File: src/hdl/itaf_pkg.sv
package itaf_pkg;

  localparam int DEC_DIGITS    = 10;
  localparam int HEX_DIGITS    = 8;
  localparam int DEC_WIDTH_MAX = 9;
  localparam int HEX_WIDTH_MAX = 8;

  localparam logic [7:0] CHAR_ZERO     = 8'h30;
  localparam logic [7:0] CHAR_SPACE    = 8'h20;
  // 'A' - 10, so that a digit of ten and up maps onto 'A'..'F'
  localparam logic [7:0] CHAR_HEX_BASE = 8'h37;

  localparam logic CMD_DEC = 1'b0;
  localparam logic CMD_HEX = 1'b1;

  // One classified word handed from the front to the back
  typedef struct packed {
    logic        hex;
    logic [31:0] value;
    logic [3:0]  top_pos;   // index of the most significant digit position shown
    logic        has_width;
    logic        zero_pad;
  } job_t;

  // Queue handshake seen by the back
  typedef struct packed {
    logic valid;
    job_t job;
  } job_chan_t;

  function automatic logic [7:0] digit_char(input logic [3:0] d);
    logic [7:0] c;
    if (d < 4'd10) begin
      c = CHAR_ZERO + {4'b0, d};
    end else begin
      c = CHAR_HEX_BASE + {4'b0, d};
    end
    return c;
  endfunction

endpackage

File: src/hdl/itaf_front.sv
module itaf_front
  import itaf_pkg::*;
#(
  parameter int QUEUE_DEPTH = 2
) (
  input  logic        clk,
  input  logic        rst,
  input  logic        in_valid,
  output logic        in_stall,
  input  logic        command,
  input  logic [31:0] value,
  input  logic [3:0]  width,
  input  logic        zero_pad,
  output job_chan_t   chan,
  input  logic        pop
);

  localparam int PW = (QUEUE_DEPTH > 1) ? $clog2(QUEUE_DEPTH) : 1;
  localparam int CW = $clog2(QUEUE_DEPTH + 1);

  job_t          q [QUEUE_DEPTH];
  logic [PW-1:0] wr_ptr;
  logic [PW-1:0] rd_ptr;
  logic [CW-1:0] count;
  logic          accept;
  job_t          cls;
  logic [3:0]    clip_w;

  // Clip the width to the radix and find the top digit position
  always_comb begin
    cls.hex       = (command == CMD_HEX);
    cls.value     = value;
    cls.zero_pad  = zero_pad;
    cls.has_width = (width != 4'd0);
    if (cls.hex) begin
      clip_w = (width > 4'(HEX_WIDTH_MAX)) ? 4'(HEX_WIDTH_MAX) : width;
    end else begin
      clip_w = (width > 4'(DEC_WIDTH_MAX)) ? 4'(DEC_WIDTH_MAX) : width;
    end
    if (cls.has_width) begin
      cls.top_pos = clip_w - 4'd1;
    end else if (cls.hex) begin
      cls.top_pos = 4'(HEX_DIGITS - 1);
    end else begin
      cls.top_pos = 4'(DEC_DIGITS - 1);
    end
  end

  assign in_stall   = (count == CW'(QUEUE_DEPTH));
  assign accept     = in_valid && !in_stall;
  assign chan.valid = (count != '0);
  assign chan.job   = q[rd_ptr];

  // Write classified words into the queue
  always_ff @(posedge clk) begin
    if (accept) begin
      q[wr_ptr] <= cls;
    end
  end

  // Advance pointers and occupancy
  always_ff @(posedge clk) begin
    if (rst) begin
      wr_ptr <= '0;
      rd_ptr <= '0;
      count  <= '0;
    end else begin
      if (accept) begin
        wr_ptr <= (wr_ptr == PW'(QUEUE_DEPTH - 1)) ? '0 : wr_ptr + PW'(1);
      end
      if (pop) begin
        rd_ptr <= (rd_ptr == PW'(QUEUE_DEPTH - 1)) ? '0 : rd_ptr + PW'(1);
      end
      if (accept && !pop) begin
        count <= count + CW'(1);
      end else if (pop && !accept) begin
        count <= count - CW'(1);
      end
    end
  end

  a_count_bound: assert property (@(posedge clk) disable iff (rst)
    count <= CW'(QUEUE_DEPTH))
    else $error("queue occupancy above depth");

  a_pop_nonempty: assert property (@(posedge clk) disable iff (rst)
    pop |-> count != '0)
    else $error("pop from empty queue");

endmodule

File: src/hdl/itaf_back.sv
module itaf_back
  import itaf_pkg::*;
(
  input  logic       clk,
  input  logic       rst,
  input  job_chan_t  chan,
  output logic       pop,
  output logic       out_valid,
  input  logic       out_stall,
  output logic [7:0] out_char,
  output logic       last
);

  typedef enum logic [2:0] {
    S_IDLE = 3'b001,
    S_CONV = 3'b010,
    S_EMIT = 3'b100
  } state_t;

  state_t      state;
  logic [39:0] digits;
  logic [31:0] bin;
  logic [3:0]  steps;
  logic [3:0]  pos;
  logic        lead;
  logic        has_width;
  logic        zero_pad_r;

  logic [71:0] dd_one;
  logic [71:0] dd_two;
  logic [3:0]  cur_digit;
  logic        lead_now;
  logic        skip;
  logic        slot_free;
  logic        emit;
  logic [7:0]  char_next;

  // One double-dabble step: adjust each BCD digit, then shift one bit in
  function automatic logic [71:0] dd_step(input logic [71:0] s);
    logic [71:0] a;
    a = s;
    for (int k = 0; k < DEC_DIGITS; k++) begin
      if (a[32 + 4*k +: 4] >= 4'd5) begin
        a[32 + 4*k +: 4] = a[32 + 4*k +: 4] + 4'd3;
      end
    end
    return {a[70:0], 1'b0};
  endfunction

  assign dd_one = dd_step({digits, bin});
  assign dd_two = dd_step(dd_one);

  // Classify the current digit position
  assign cur_digit = digits[{pos, 2'b00} +: 4];
  assign lead_now  = lead && (cur_digit == 4'd0) && (pos != 4'd0);
  assign skip      = lead_now && !has_width;
  assign slot_free = !out_valid || !out_stall;
  assign emit      = (state == S_EMIT) && !skip && slot_free;
  assign pop       = (state == S_IDLE) && chan.valid;

  always_comb begin
    if (lead_now) begin
      char_next = zero_pad_r ? CHAR_ZERO : CHAR_SPACE;
    end else begin
      char_next = digit_char(cur_digit);
    end
  end

  // Sequence load, conversion and character emission
  always_ff @(posedge clk) begin
    if (rst) begin
      state <= S_IDLE;
    end else begin
      unique case (state)
        S_IDLE: begin
          if (pop) begin
            state <= chan.job.hex ? S_EMIT : S_CONV;
          end
        end
        S_CONV: begin
          if (steps == 4'd0) begin
            state <= S_EMIT;
          end
        end
        S_EMIT: begin
          if (emit && pos == 4'd0) begin
            state <= S_IDLE;
          end
        end
        default: state <= S_IDLE;
      endcase
    end
  end

  // Hold digits and position for the word in progress
  always_ff @(posedge clk) begin
    if (pop) begin
      bin        <= chan.job.value;
      digits     <= chan.job.hex ? {8'h00, chan.job.value} : 40'd0;
      steps      <= 4'd15;
      pos        <= chan.job.top_pos;
      lead       <= 1'b1;
      has_width  <= chan.job.has_width;
      zero_pad_r <= chan.job.zero_pad;
    end else if (state == S_CONV) begin
      {digits, bin} <= dd_two;
      steps         <= steps - 4'd1;
    end else if (state == S_EMIT && (skip || emit)) begin
      lead <= lead_now;
      if (pos != 4'd0) begin
        pos <= pos - 4'd1;
      end
    end
  end

  // Output register
  always_ff @(posedge clk) begin
    if (rst) begin
      out_valid <= 1'b0;
    end else if (emit) begin
      out_valid <= 1'b1;
    end else if (!out_stall) begin
      out_valid <= 1'b0;
    end
  end

  always_ff @(posedge clk) begin
    if (emit) begin
      out_char <= char_next;
      last     <= (pos == 4'd0);
    end
  end

  a_last_to_idle: assert property (@(posedge clk) disable iff (rst)
    (emit && pos == 4'd0) |=> state == S_IDLE)
    else $error("final character did not end the word");

  a_conv_entry: assert property (@(posedge clk) disable iff (rst)
    $rose(state == S_CONV) |-> $past(state) == S_IDLE && steps == 4'd15)
    else $error("conversion started without a load");

  a_no_skip_width: assert property (@(posedge clk) disable iff (rst)
    (state == S_EMIT && has_width) |-> !skip)
    else $error("position dropped with a field width set");

endmodule

File: src/hdl/integer_to_ascii_formatter.sv
// Formats a 32-bit unsigned value as ASCII in decimal or upper-case hex, one
// character per output word, most significant first, with last set on the
// final one. A front stage clips the width and classifies each input word into
// a small queue (QUEUE_DEPTH entries), so new words are taken while the back
// end works. The back end loads a word; a decimal word then runs through a
// two-bit-per-cycle double-dabble converter. After that, the back end steps
// through every digit position from the top shown position down, whether the
// position emits a character or is a dropped leading zero: ten positions in
// decimal without width, w with width w (after clipping to 9), and eight or w
// in hex (w clipped to 8). A stalled output holds a position that emits a
// character until the output register is free.
module integer_to_ascii_formatter
  import itaf_pkg::*;
#(
  parameter int QUEUE_DEPTH = 2
) (
  input  logic        clk,
  input  logic        rst,
  input  logic        in_valid,
  output logic        in_stall,
  input  logic        command,
  input  logic [31:0] value,
  input  logic [3:0]  width,
  input  logic        zero_pad,
  output logic        out_valid,
  input  logic        out_stall,
  output logic [7:0]  out_char,
  output logic        last
);

  job_chan_t chan;
  logic      pop;

  itaf_front #(
    .QUEUE_DEPTH(QUEUE_DEPTH)
  ) u_front (
    .clk      (clk),
    .rst      (rst),
    .in_valid (in_valid),
    .in_stall (in_stall),
    .command  (command),
    .value    (value),
    .width    (width),
    .zero_pad (zero_pad),
    .chan     (chan),
    .pop      (pop)
  );

  itaf_back u_back (
    .clk       (clk),
    .rst       (rst),
    .chan      (chan),
    .pop       (pop),
    .out_valid (out_valid),
    .out_stall (out_stall),
    .out_char  (out_char),
    .last      (last)
  );

endmodule
File: config.mk
export PLATFORM = sky130hd
export DESIGN_NAME = integer_to_ascii_formatter
export DESIGN_NICKNAME = d
export VERILOG_FILES = /design/src/hdl/itaf_pkg.sv /design/src/hdl/itaf_front.sv /design/src/hdl/itaf_back.sv /design/src/hdl/integer_to_ascii_formatter.sv
export SDC_FILE = /design/constraint.sdc
export NUM_CORES = 1
export LEC_CHECK = 0
export ABC_AREA = 1
export BUFFER_PORTS_ARGS = -buffer_cell sky130_fd_sc_hd__buf_2
export CAP_MARGIN = 5
export CORE_ASPECT_RATIO = 0.5
export CORE_MARGIN = 4
export CORE_UTILIZATION = 55
export DETAILED_ROUTE_END_ITERATION = 8
export PLACE_DENSITY = 0.81
export SETUP_SLACK_MARGIN = 0.05
export SYNTH_ARGS = -nofsm -noshare
export SYNTH_HDL_FRONTEND = slang
export SYNTH_HIERARCHICAL = 1
export SYNTH_SLANG_ARGS = --single-unit
File: constraint.sdc
create_clock -name clk -period 4.38 [get_ports clk]
set_input_delay 0.219 -clock clk [delete_from_list [all_inputs] [get_ports clk]]
set_output_delay 0.219 -clock clk [all_outputs]
set_load 0.05 [all_outputs]
# == Word-level counts from Yosys, hierarchy flattened ==
# Memories as Yosys holds them, arrays and structs flattened. A register that Yosys moved wholly into a read port is not among the register bits.
# Index checks and enable logic that the tools add are counted.
# word_totals
memories,1
register_bits,100
mem_bits_rw,78
word_cells,163
out_inout_bits,11
in_bits,42
# classes
shifts,1
add_sub_neg,29
bitwise,1
order_cmp,23
n_eq_ne,9
n_reduce_logical,33
n_mux,52
# mem_list
memory,words,width,read_ports,rd_clocked_by_memory_dff,write_ports,line,source
u_front.q,2,39,1,1,1,itaf_front.sv:21,job_t q [QUEUE_DEPTH];
# op_table
cell,count
$mux 4,27
$mux 32,3
$ge 4x3->1 const B,20
$mux 40,2
$add 4x2->4 const B,18
$shiftx 40x7->4,1
$mux 3,6
$mux 8,2
$add 6x4->7 const A,2
$logic_not 4->1,3
$sub 4x1->4 const B,3
$logic_and 1x1->1,11
$reduce_bool 2->1,5
$pmux 3 s3,1
$gt 4x4->1 const B,2
$mux 1,8
$reduce_bool 4->1,2
$logic_not 1->1,7
$add 3x2->3 const B,2
$ne 2x2->1 const B,3
$reduce_and 3->1,2
$mux 5,1
$lt 4x4->1 const B,1
$mux 2,2
11 further kinds,14

# == Longest topological paths before layout ==
# Gate-level depths: netlist of the first run.
# logic_depth
depth_word,13
depth_mapped,20

# == Cells and area by module ==
# Netlist of the first run, hierarchy kept.
# modules_own_cells
module,n_inst,area_each_um2,cells_per_inst
itaf_back,1,6278.5,767
itaf_front,1,3190.6,176

# == Worst setup path after synthesis of the first run ==
# OpenSTA, ideal clock, no wires.
# synth_path
kind,register to register
start,register u_back.state[1]
end,"register u_back.bin[0], enable pin"
n_path_buf,1
synth_period_minus_slack_ps,3138
t_arrival_ps,2706
path_stages_with_launch,7
slack_ps,1242
t_required_ps,3948
cell_sequence,dfxtp_1 -> nor3_2 -> inv_1 -> nor2_4 -> inv_2 -> buf_1 -> nand2_1
# synth_between
elab_chain_len,3
word_cells_on_any_way,4
cone_classes,eq/ne (2); reduce/logical (2)
# synth_lines
element,line,source
start: declaration,itaf_back.sv:20,state_t state;
start signal: assignment,itaf_back.sv:77,state <= chan.job.hex ? S_EMIT : S_CONV;
$eq 3x1->1,itaf_back.sv:59,assign pop = (state == S_IDLE) && chan.valid;
$logic_and 1x1->1,itaf_back.sv:59,
$reduce_bool 2->1 (no line) *,n/a,
end signal: assignment,itaf_back.sv:98,bin <= chan.job.value;
end signal: assignment,itaf_back.sv:106,"{digits, bin} <= dd_two;"
end: declaration,itaf_back.sv:22,logic [31:0] bin;
# Mark *: on every way between the ends. The rest lies on a longest branch, timed or not.
# A chain may end at the register's enable or synchronous reset.

# == Worst setup path after layout of the first run ==
# layout_path
start,register u_back.pos[0]
end,"register u_back.out_char[1], enable pin"
# layout_between
elab_chain_len,8
word_cells_on_any_way,9
cone_classes,shift (1); reduce/logical (8)
# layout_lines
element,line,source
start: declaration,itaf_back.sv:24,logic [3:0] pos;
start signal: assignment,itaf_back.sv:101,pos <= chan.job.top_pos;
start signal: assignment,itaf_back.sv:111,pos <= pos - 4'd1;
$shiftx 40x7->4,itaf_back.sv:54,"assign cur_digit = digits[{pos, 2'b00} +: 4];"
$logic_not 4->1,itaf_back.sv:55,assign lead_now = lead && (cur_digit == 4'd0) && (pos != 4'd0);
$logic_and 1x1->1,itaf_back.sv:55,
$logic_and 1x1->1 *,itaf_back.sv:55,
$logic_and 1x1->1 *,itaf_back.sv:56,assign skip = lead_now && !has_width;
$logic_not 1->1 *,itaf_back.sv:58,assign emit = (state == S_EMIT) && !skip && slot_free;
$logic_and 1x1->1 * (2 in series),itaf_back.sv:58,
net u_back.emit,itaf_back.sv:35,logic emit;
end signal: assignment,itaf_back.sv:129,out_char <= char_next;
end: declaration,itaf_back.sv:10,"output logic [7:0] out_char,"
# The timed path passes the listed nets; every way through them passes the cells marked *.

==> results of run 1 <==
==> cells in the mapped netlist (3+ instances only) <==
master    number
nand2_1      194
edfxtp_1     164
inv_1        131
o21ai_0       86
a21oi_1       65
ha_1          46
nor2_1        43
nand3_1       36
mux2_2        29
xor2_1        22
o22ai_1       20
dfxtp_1       14
o21ai_1       14
mux2_4        10
clkbuf_1       8
buf_2          5
buf_4          5
o211ai_1       5
nand2_2        4
buf_8          3
inv_2          3
nor3_1         3
==> critical path: cells and delay by family, from the launching register on <==
| family | cells | cell delay (ns) |
|---|---|---|
| AOI/OAI and AO/OA | 4 | 1.01 |
| DFF | 1 | 0.94 |
| and+or+nand+nor | 8 | 0.59 |
| buffers and inverters | 2 | 0.24 |
| adders and majority gates | 1 | 0.20 |
==> cells by family after synthesis <==
kind of cell	Yosys count	share of synthesized area, %
AOI/OAI and AO/OA	203	11.6
and+or+nand+nor	294	13.0
adders and majority gates	46	6.08
other	1	0.0396
xor gates and xnor gates	23	2.13
DFF	178	55.0
buffers and inverters	159	7.16
muxes	39	5.03
==> state kept, by name (all words and copies together), names as in the netlist, 2 cells and up, named ones only <==
| name | cells |
|---|---|
| u_back/steps | 4 |
| u_back/bin | 32 |
| u_front/q | 78 |
| u_front/count | 2 |
| u_back/out_char | 7 |
| u_back/state | 3 |
| u_back/digits | 40 |
| u_back/pos | 4 |
==> worst max path at each step <==
stage	slack (ns)	cells after the start	startpoint	end
final	1.03	15	u_back/pos[0]	u_back/out_char[1]
after global routing	0.76	15	u_back/pos[0]	u_back/out_char[1]
after CTS	1.06	15	u_back/pos[0]	u_back/out_char[2]
after detailed placement	1.07	15	u_back/pos[0]	u_back/out_char[2]
after global placement	1.26	15	u_back/pos[0]	u_back/out_char[0]
after floorplan	1.24	6	u_back/state[1]	u_back/bin[0]
==> layout make-up <==
| class | count | area, um2 | area share [%] |
|---|---|---|---|
| inverter | 135 | 514 | 4.74 |
| multi-input combinational | 606 | 3600 | 33.2 |
| clock inverter | 14 | 190 | 1.75 |
| clock buffer | 18 | 439 | 4.04 |
| sequential | 178 | 5210 | 47.9 |
| tap | 227 | 284 | 2.62 |
| timing repair buffer | 89 | 623 | 5.74 |
==> per-stage QoR <==
stage,hold WS [ns],setup slack [ns],cells
global route,0.0297,0.760,1267
finish,0.0342,1.03,1267
detailed placement,0.410,1.07,1202
floorplan,0.288,1.24,943
global placement,0.406,1.26,1202
CTS,0.0202,1.06,1267
==> layout by cell type, fill, tap and decap left out, types with 2 or more instances in the layout <==
cell / count
ha_1: 46
nand2_1: 193
o211ai_1: 5
o21a_1: 2
nor2_1: 41
inv_8: 5
dfxtp_1: 13
xor2_1: 22
nand2_2: 5
o22ai_1: 20
dlygate4sd3_1: 33
nor3_1: 3
o21ai_0: 86
clkinv_4: 2
o21ai_2: 2
clkinv_8: 4
inv_1: 131
mux2_2: 29
a21oi_1: 65
o21ai_1: 14
inv_2: 3
a211oi_1: 2
buf_4: 5
mux2_4: 10
nand4_1: 2
edfxtp_1: 164
or2_2: 2
nand3_2: 2
clkbuf_16: 17
nor2_4: 4
buf_2: 51
nand3_1: 36
==> routing by layer <==
metal  wire [um]  track usage [%]
met1        9230             29.1
met2        9460             34.4
met3        1880             4.74
met4         370             7.12
met5           0                0
==> flow_summary.ini, run 1 <==
[outcome]
outcome = finished, final reports clean

[critical_path]
worstPathRequired_ns = 4.44
critPathKind = flop to flop
cp_max_fo = 27
r2r_slack_ns = 1.03
max_stage_delay_ns = 0.94
crit_top_cell = nand3_1
worst_setup_path_end_kind = flop
r2r-start = u_back/pos[0]
worstPathCellList = inv_8 -> a21oi_1 -> o21ai_0 -> nand3_1 -> nand3_1 -> o21ai_0 -> inv_1 -> ha_1 -> nand2_1 -> nor2_1 -> nand3_1 -> nor2_4 -> nand2_2 -> nand2_1 -> a21oi_1
r2r-end = u_back/out_char[1]
worst_ep_arrival_time_ns = 3.41
crit_path_top_delay_cell = edfxtp_1
start_kind = flop
r2r_cells = 15

[worst_hold_path]
hold_path_startpoint = command
hp-class = primary input to flop
hold-path-endpoint = u_front/q[0][38]
hold_depth = 1

[clocking]
root_buffer = clkbuf_16
cts_resized = 0
ctsHoldBuffers = 33
post_cts_buffers = 0
cts.clk_slew.worst_paths_ns = 0.07
clock_sinks = 178
cts_buffers = 17
clockBufferDepth = 2
h-tree-depth = 4
clock_latency_ns = 0.43
cts_tree = yes

[synth]
synthCells = 943
synth_edf_count = 164
synth_area_mm2 = 0.00947
yosysUniqueCellTypes = 47
postSynthAreaPerCell_um2 = 10.0
yosysSeqAreaShare_pct = 55.0
ys.flop_type = edfxtp_1
async_flop_share_pct = 0
ys_seq_elements = 178
yosysTopAreaCellShare_pct = 52.0
synth_fp_nets = 1031
synth_area_leaders = edfxtp_1, nand2_1, ha_1
yosysWarnings = 6
synth_top_area_cell = edfxtp_1

[die]
die_x_um = 194
row_count = 33
dieHeight_um = 101
die_area_mm2 = 0.0195
start_util_pct = 56.9
ios = 53
core_area_mm2 = 0.0166

[finish]
final_area_mm2 = 0.0109
n_fill_cell = 1149
drive_gt1_share_pct = 14.6
antenna_cells = 0
nNetsFinal = 1115
area_delta_synth_final_pct = 14.7
fin_util_pct = 65.3

[place]
placed_cell_area_mm2 = 0.00990
portBuffers = 51
routabilityCongestion = 0.902
hpwl_mm = 13.9

[timing]
slew_headroom_pct = 22.0
finClkSkew_ns = 0.00982
fin_crit_ns = 3.35
worst_slew_pin_slew_ns = 1.17
rsz0062_at_grt = no
hold_viol = 0
clock.fmax_mhz = 299
min_period_over_period_pct = 76.5
setup_violations = 0
setup_tns_ns = 0
finalMaxSlewViolations = 0

[grt]
grt-ovfl-total = 0
grt_pass1_wl_mm = 33.1
track_usage_pct = 21.3
grt_pass1_vias = 6791
antenna_found_initial = 0
grt_max_degree = 67

[route]
first_pass_iters = 6
drt-initial-drc-count = 720
wire_per_inst_um = 16.5
vias_per_cell = 5.66
drt-total-wl_mm = 20.9
antenna_left = 0
drc = 0
vias = 7169

[flow_run]
maxCapViolCount = 0
Power of run 1 is left out: the tool's default activity adds up to more than one toggle a clock period on the data nets, which glitch-free logic cannot reach.
==> inputs of run 2 (changes only) <==
ABC_AREA = 0   (was 1)
clock period = 3.5 ns   (was 4.38 ns; I/O delays follow)
==> run 2 against run 1 <==
Compared with the run above: worst setup slack got worse by 0.42 ns; via count down 7.6%; wire length decreased by 0.56%.
==> flow_summary.ini, run 2 <==
[route]
first_pass_iters = 6
drt-total-wl_mm = 20.8
wire_per_inst_um = 18.2
vias_per_cell = 5.78
vias = 6623
antenna_left = 0
drc = 0
drt-initial-drc-count = 695

[critical_path]
worst_setup_path_end_kind = flop
cp_max_fo = 17
start_kind = flop
worstPathCellList = buf_4 -> mux2_2 -> o22ai_1 -> a211oi_1 -> a31oi_1 -> ha_1 -> nand4_4 -> nor3_4 -> a31o_1
critPathKind = flop to flop
worst_ep_arrival_time_ns = 3.01
crit_path_top_delay_cell = edfxtp_1
max_stage_delay_ns = 0.42
worstPathRequired_ns = 3.63
r2r_slack_ns = 0.61

[grt]
met1_usage_pct = 30.6
grt_max_degree = 96
grt_use_met2_pct = 35.0
grtUsageMet3_pct = 3.74
busiest_layer = met2
antenna_found_initial = 0
grt-ovfl-total = 0
track_usage_pct = 21.6
grt_pass1_wl_mm = 33.3
grt_pass1_vias = 6457

[clocking]
clock_sinks = 178
clockBufferDepth = 2
cts_tree = yes
h-tree-depth = 4
clock_latency_ns = 0.43
cts_resized = 0
cts.clk_slew.worst_paths_ns = 0.07
root_buffer = clkbuf_16
cts_buffers = 17

[synth]
yosysSeqAreaShare_pct = 54.7
yosysTopAreaCellShare_pct = 51.8
async_flop_share_pct = 0
synth_top_area_cell = edfxtp_1
yosysMostFrequentCell = edfxtp_1
synth_edf_count = 164
ys.flop_type = edfxtp_1
yosysUniqueCellTypes = 56
yosysWarnings = 6
synth_area_leaders = edfxtp_1, mux2_2, ha_1
synth_fp_nets = 915
synth_common_cells = edfxtp_1, nand2_1, a21oi_1
postSynthAreaPerCell_um2 = 11.5
ys_seq_elements = 178
synthCells = 827
synth_area_mm2 = 0.00951

[worst_hold_path]
hp-class = primary input to flop

[finish]
final_cell_count_no_fill = 1146
top_register = u_front/q
n_fill_cell = 1165
final_common_cell = edfxtp_1
antenna_cells = 0
final_cell_mix = edfxtp_1, nand2_1, a21oi_1
nNetsFinal = 994
final_area_mm2 = 0.0109
largest_register_ffs = 78
drive_gt1_share_pct = 18.0
area_delta_synth_final_pct = 15.0
largest_registers = u_front/q (78), u_back/digits (40), u_back/bin (32)

[die]
dieHeight_um = 101
die_area_mm2 = 0.0196
row_count = 33
core_area_mm2 = 0.0166
ios = 53
start_util_pct = 57.1
die_x_um = 194

[timing]
fin_crit_ns = 2.89
slew_headroom_pct = 31.4
min_period_over_period_pct = 82.4
rsz0062_at_grt = no
hold_viol = 0
worst_slew_pin_slew_ns = 1.03
setup_violations = 0
finClkSkew_ns = 0.0151
clock.fmax_mhz = 347
setup_tns_ns = 0
finalMaxSlewViolations = 0

[place]
routabilityCongestion = 0.805
portBuffers = 51
hpwl_mm = 13.4
dp_cells = 1080
placed_cell_area_mm2 = 0.00998

[flow_run]
maxCapViolCount = 0

[outcome]
outcome = finished, final reports clean
==> run 2: cell types whose count changed in the layout (fill, tap and decap cells not counted), moves of 22 or more <==
| cell | previous run | this run |
|---|---|---|
| inv_1 | 131 | 48 |
| mux2_2 | 29 | 53 |
| nand2b_1 | 0 | 22 |
| o21ai_0 | 86 | 52 |
| xnor2_1 | 1 | 24 |
| mux2i_1 | 0 | 38 |
| nand2_1 | 193 | 114 |
==> run 2: area by class of cell <==
cell class	instances	area [um2]	share of cell area, %
multi-input cells	568	3970	36.3
flip-flops and latches	178	5200	47.6
inverters	49	184	1.68
clock inverters	15	189	1.73
clock buffers	17	425	3.89
well taps	227	284	2.60
repair buffers	92	673	6.16
==> run 2: final timing paths <==
| path | startpoint | endpoint | cells after the start |
|---|---|---|---|
| min reg2reg | u_front/wr_ptr | u_front/wr_ptr | 2 |
| max | u_back/pos[0] | u_back/pos[0] | 9 |
| min | rst | u_back/state[1] | 2 |
| max reg2reg | u_back/pos[0] | u_back/pos[0] | 9 |
==> run 2: layer usage <==
layer / vias to the layer above / wire length (um)
li1: 3106 / -
met2: 284 / 9750
met4: 0 / 281
met5: - / 0
met1: 3208 / 9220
met3: 25 / 1560
==> run 2: timing repair <==
action | CTS | global route
hold buffers | 33 | 1
hold endpoints to repair | 66 | 2
buffers inserted | 0 | 0
==> run 2: metrics by stage <==
step           hold slack, ns  utilization, %  setup WS [ns]
2_1_floorplan           0.244               -          0.724
3_3_place_gp            0.362            60.0          0.739
3_5_place_dp            0.366            60.0          0.661
4_1_cts               0.00267            65.6          0.636
5_1_grt                0.0565            65.7          0.472
6_report               0.0586            65.7          0.615
==> run 2: worst max-delay path: cells and delay by family, from the launching register on <==
kind / cells / cell delay [ns]
AOI/OAI and AO/OA: 4 / 0.86
DFF: 1 / 0.42
muxes: 1 / 0.37
and+or+nand+nor: 2 / 0.34
adders and majority gates: 1 / 0.30
buffers and inverters: 1 / 0.29
==> run 2: cell families after synthesis <==
family | Yosys count | share of synthesized area [%]
flip-flops | 178 | 54.7
AO/OA/AOI/OAI | 145 | 9.20
buffers and inverters | 81 | 3.53
multiplexers | 94 | 11.0
XOR/XNOR | 26 | 2.40
AND/OR/NAND/NOR | 256 | 13.0
adder cells (fa/ha/maj) | 46 | 6.05
other | 1 | 0.0394
Power of run 2 is left out for the same reason.
